--- config.mk ---
export PLATFORM = sky130hd
export DESIGN_NAME = vprd_queue
export DESIGN_NICKNAME = d
export VERILOG_FILES = /design/src/sv/vprd_pkg.sv /design/src/sv/vprd_queue.sv
export SDC_FILE = /design/constraint.sdc
export NUM_CORES = 1
export LEC_CHECK = 0
export ABC_AREA = 1
export BUFFER_PORTS_ARGS = -buffer_cell sky130_fd_sc_hd__buf_4
export CAP_MARGIN = 20
export CELL_PAD_IN_SITES_DETAIL_PLACEMENT = 1
export CELL_PAD_IN_SITES_GLOBAL_PLACEMENT = 1
export CORE_MARGIN = 3
export CORE_UTILIZATION = 39
export CTS_CLUSTER_DIAMETER = 40
export CTS_CLUSTER_SIZE = 28
export DETAILED_ROUTE_END_ITERATION = 12
export PLACE_DENSITY_LB_ADDON = 0.1
export SYNTH_ARGS = -nofsm -noshare
export SYNTH_HDL_FRONTEND = slang
export SYNTH_SLANG_ARGS = --single-unit
export TNS_END_PERCENT = 10
--- constraint.sdc ---
create_clock -name i_clk -period 4.3 [get_ports i_clk]
set_input_delay 1.075 -clock i_clk [delete_from_list [all_inputs] [get_ports i_clk]]
set_output_delay 1.075 -clock i_clk [all_outputs]
set_load 0.02 [all_outputs]
--- src/sv/vprd_pkg.sv ---
// Package for the voxel payload run-length decoder.
// Field widths, register indexes, payload codes and the queue item type.
// No dependencies.
package vprd_pkg;

    localparam int SIZE_W    = 9;
    localparam int CFG_IDX_W = 3;
    localparam int WORD_W    = 32;
    localparam int IDX_W     = 24;
    localparam int RUN_W     = 17;

    localparam logic [CFG_IDX_W-1:0] CFG_SIZE_X       = 3'd0;
    localparam logic [CFG_IDX_W-1:0] CFG_SIZE_Y       = 3'd1;
    localparam logic [CFG_IDX_W-1:0] CFG_SIZE_Z       = 3'd2;
    localparam logic [CFG_IDX_W-1:0] CFG_COLOR_ORDER  = 3'd3;
    localparam logic [CFG_IDX_W-1:0] CFG_RLE_MODE     = 3'd4;
    localparam logic [CFG_IDX_W-1:0] CFG_BINARY_ALPHA = 3'd5;

    localparam logic [WORD_W-1:0] CODE_RUN        = 32'd2;
    localparam logic [WORD_W-1:0] CODE_NEXT_SLICE = 32'd6;
    localparam logic [7:0]        ALPHA_FULL      = 8'hFF;

    localparam int Q_DEPTH = 2;
    localparam int Q_PTR_W = (Q_DEPTH > 1) ? $clog2(Q_DEPTH) : 1;
    localparam int Q_CNT_W = $clog2(Q_DEPTH + 1);

    typedef struct packed {
        logic color_order;
        logic rle_mode;
        logic binary_alpha;
    } t_mode;

    typedef struct packed {
        logic [7:0] red;
        logic [7:0] green;
        logic [7:0] blue;
        logic [7:0] alpha;
    } t_color;

    typedef struct packed {
        logic [WORD_W-1:0] word;
        logic              matrix_start;
        logic              is_next;
        logic              is_run;
        t_color            color;
    } t_item;

endpackage

--- src/sv/vprd_queue.sv ---
// Short FIFO between front end and decode back end.
// Depends on vprd_pkg for the item type and depth.
module vprd_queue import vprd_pkg::*; (
    input  logic  i_clk,
    input  logic  i_rst_n,
    input  logic  i_push,
    input  t_item i_item,
    output logic  o_ready,
    output logic  o_valid,
    input  logic  i_pop,
    output t_item o_item
);

    t_item              r_mem [Q_DEPTH];
    logic [Q_PTR_W-1:0] r_wr_ptr, r_rd_ptr;
    logic [Q_CNT_W-1:0] r_count;

    assign o_ready = (r_count != Q_CNT_W'(Q_DEPTH));
    assign o_valid = (r_count != '0);
    assign o_item  = r_mem[r_rd_ptr];

    always_ff @(posedge i_clk) begin
        if (i_push) begin
            r_mem[r_wr_ptr] <= i_item;
        end
    end

    always_ff @(posedge i_clk) begin
        if (!i_rst_n) begin
            r_wr_ptr <= '0;
            r_rd_ptr <= '0;
            r_count  <= '0;
        end else begin
            if (i_push) begin
                r_wr_ptr <= (r_wr_ptr == Q_PTR_W'(Q_DEPTH - 1)) ? '0 : r_wr_ptr + 1'b1;
            end
            if (i_pop) begin
                r_rd_ptr <= (r_rd_ptr == Q_PTR_W'(Q_DEPTH - 1)) ? '0 : r_rd_ptr + 1'b1;
            end
            case ({i_push, i_pop})
                2'b10:   r_count <= r_count + 1'b1;
                2'b01:   r_count <= r_count - 1'b1;
                default: r_count <= r_count;
            endcase
        end
    end

endmodule

; Yosys cells after proc, flatten, opt, wreduce, memory -nomap -nowiden
; Memories as Yosys holds them, arrays and structs flattened. A register that Yosys moved wholly into a read port is not among the register bits.
; Cells that the tools add are included.
[word_totals]
ff_bits = 4
latch_bits = 0
mem_bits_rw = 134
romBits = 0
inputBits = 71
out_inout_bits = 69
elab_cells = 20
n_memories = 1
[op_classes]
add_sub_neg = 4
n_mul = 0
n_div = 0
order_cmp = 0
eq_ne = 3
shift = 0
n_mux = 7
bitwise_logic = 0
n_reduce_logical = 2
[mem_list]
columns = memory, depth, word_bits, read_ports, rd_clocked_by_memory_dff, wr, line
row1 = r_mem, 2, 67, 1, 1, 1, vprd_queue.sv:14  ; t_item r_mem [Q_DEPTH];
[ops]
columns = operator, count
row1 = two-way mux 1 bit, 6
row2 = one-hot mux 2 bit (2 select lines), 1
row3 = nonzero test 2 bit, 2
row4 = adder 1 bit (second input constant), 2
row5 = adder 2 x 1 -> 2 bit (second input constant), 1
row6 = equality test 2 x 1 -> 1 bit (second input constant), 1
row7 = equality test 2 bit (second input constant), 1
row8 = != test 2 bit (second input constant), 1
row9 = subtractor 2 x 1 -> 2 bit (second input constant), 1

; Logic depth before layout (Yosys ltp)
[depth]
depth_word = 4
ltp_mapped = 7

; Worst setup path before layout
; Ideal clock, no wire load.
[synth_timing]
path_type = input port to flip-flop
startpoint = in i_push
endpoint = mem r_mem[0][0] (netlist name) (enable)
arrival_time_ns = 3.944
required_time_ns = 3.806
slack_ns = -0.138
path_stages = 2
path_buffers = 0
cell_sequence = inv_1 nor2_1
[synth_between]
elab_chain_len = 2
[synth_lines]
columns = item, line
row1 = from (decl), vprd_queue.sv:6  ; input logic i_push,
row2 = two-way mux 1 bit, vprd_queue.sv:23  ; if (i_push) begin
row3 = two-way mux 1 bit (implied by the code), vprd_queue.sv:24  ; r_mem[r_wr_ptr] <= i_item;
row4 = to (decl), vprd_queue.sv:14
; No other way between the ends.

==> metrics <==
most common cell after layout, fill and taps aside buf_4; final hold viol count 0; Mapped Area 0.00517 mm2; DP Area 0.00643 mm2; kind of critical path reg2out; Avg Synthesized Cell Area 21.4 um2; Gate Count Post-Synth 242; register area share after synthesis 79.7%; FP Rows 41; Longest Clk Path Bufs 2; number of diodes 0; HPWL Detailed 6150 um; PostCTS Resize Cnt 0; CORE AREA 0.0128 mm2; Setup TNS 0 ns; top achievable clock speed 326 MHz; cell area after layout 0.00695 mm2; Reg clk slew, reported paths 0.05 ns; CTS Sinks 139; GR Util All Layers 13.5%; Placement Setup Slack 1.49 ns; vias per inst 4.54; most frequent cells in the layout buf_4, edfxtp_1, mux2_2, mux2_4, clkbuf_16; width of the die 121 um; post-route ant nets 0; clock skew 0.00487 ns; final worst slack 1.23 ns; RD Place Congestion 0.696; initial antenna violation count 0; post-CTS setup buffers 0; Remaining DRCs 0; vias in the first global route 2903; Final Slew Violations 0; final WL 9510 um; Hold Path Class reg2reg; CTS Root Cell clkbuf_16; H-tree depth 4; Final nets 468; grt ovf 0; Seq cells post-synth 139; outcome complete, no violations; I/O Buffers 139; arrival time at the worst endpoint 1.99 ns; CTS buffer count 17; Initial Util 40.5%; YS warnings 0; Chip Height 121 um; drt initial violations 110; syn_nets 314; worst vdd ir 0.000232 V; DR WL/cell 16.4 um; setup repair after global routing missed its margin no; Power Density 464 mW/mm2; endpoints failing setup 0; Rel. slew slack 45.6%; Lkg Pwr 2.68 nW; Worst-Margin Slew 0.815 ns; MaxCap Viol Count 0; DR pass1 iterations 4; Setup crit end kind output pin; CTS tree yes; DIE AREA 0.0147 mm2; layout cells sized above 1 56.6%; pin count of the biggest net entering global routing 68; crit-path max FO 37; Cell variety after synth 15; Setup crit start kind flip-flop; Ports 140; CP required 3.22 ns; DR vias 2632; hold-fix buffers at CTS 0; Final min period 3.07 ns; first-pass GRT wire length 14700 um; Final Cycle Share 71.4%; Area Overhead vs Synth 34.4%; Clock Latency Late Sink 0.40 ns
synthesized netlist by cell type:
cell type  count  area, um2
edfxtp_1     134       4020
dfxtp_1        5        100
buf_6          3       33.8
o21ai_0        1       5.00
or2_2          1       6.26
mux2_4        30        450
buf_4          1       7.51
nand4_1        1       6.26
ha_1           1       12.5
a21oi_1        1       5.00
mux2_2        37        417
nor2_1        10       37.5
inv_1          5       18.8
buf_2          3       15.0
nand2_1        9       33.8
final timing paths:
path	start	to	slack [ns]	depth (start not counted)
setup / recovery	flip-flop	o_item[54]	1.23	3
setup reg to reg	r_wr_ptr$_SDFFE_PN0P_	r_mem[0][15]$_DFFE_PP_	2.61	2
hold reg to reg	r_rd_ptr$_SDFFE_PN0P_	flip-flop	0.51	2
hold / removal	r_rd_ptr$_SDFFE_PN0P_	flip-flop	0.51	2
critical path, cell delays in order (launching register included):
cell,delay [ns]
dfxtp_4,0.71
buf_12,0.31
mux2_2,0.38
buf_4,0.16
state kept, by name, summed over array words and instances (netlist names), named ones only:
| signal | flops |
|---|---|
| r_count | 2 |
| r_mem | 134 |
| r_rd_ptr | 1 |
| r_wr_ptr | 1 |
through the flow:
step | total power [W] | hold slack (ns) | util [%] | instances
floorplan | 0.00183 | 0.463 | - | 242
global placement | 0.00200 | 0.476 | 50.3 | 548
detailed placement | 0.00201 | 0.502 | 50.3 | 548
CTS | 0.00328 | 0.514 | 54.3 | 579
global route | 0.00336 | 0.562 | 54.4 | 580
finish | 0.00323 | 0.510 | 54.4 | 580
cell type report:
type	instances	area, um2
fillers	1148	5820
flip-flops and latches	139	4130
repair buffers	142	1100
multi-input cells	91	981
clock buffers	26	459
well taps	172	215
clock inverters	5	45.0
inverters	5	18.8
report_power, final:
part | total [W] | internal, W | switching (W)
sequential | 0.00160 | 0.00157 | 0.0000288
clock | 0.00125 | 0.000783 | 0.000466
combinational | 0.000381 | 0.000194 | 0.000186
cells by family after synthesis:
family | Yosys count | share of synthesized area [%]
adders and majority gates | 1 | 0.242
AOI/OAI and AO/OA | 2 | 0.193
buffers and inverters | 12 | 1.45
DFF | 139 | 79.7
muxes | 67 | 16.8
and+or+nand+nor | 21 | 1.62
routing by layer:
metal / share of wire [%] / track usage [%] / wire length, um / vias to the layer above
li1: - / - / - / 1245
met1: 40 / 15.6 / 3790 / 1280
met2: 51 / 22.0 / 4810 / 91
met3: 7.7 / 5.50 / 731 / 16
met4: 1.9 / 6.51 / 183 / 0
met5: 0 / 0 / 0 / -
Power figures use the tool's default switching activity.
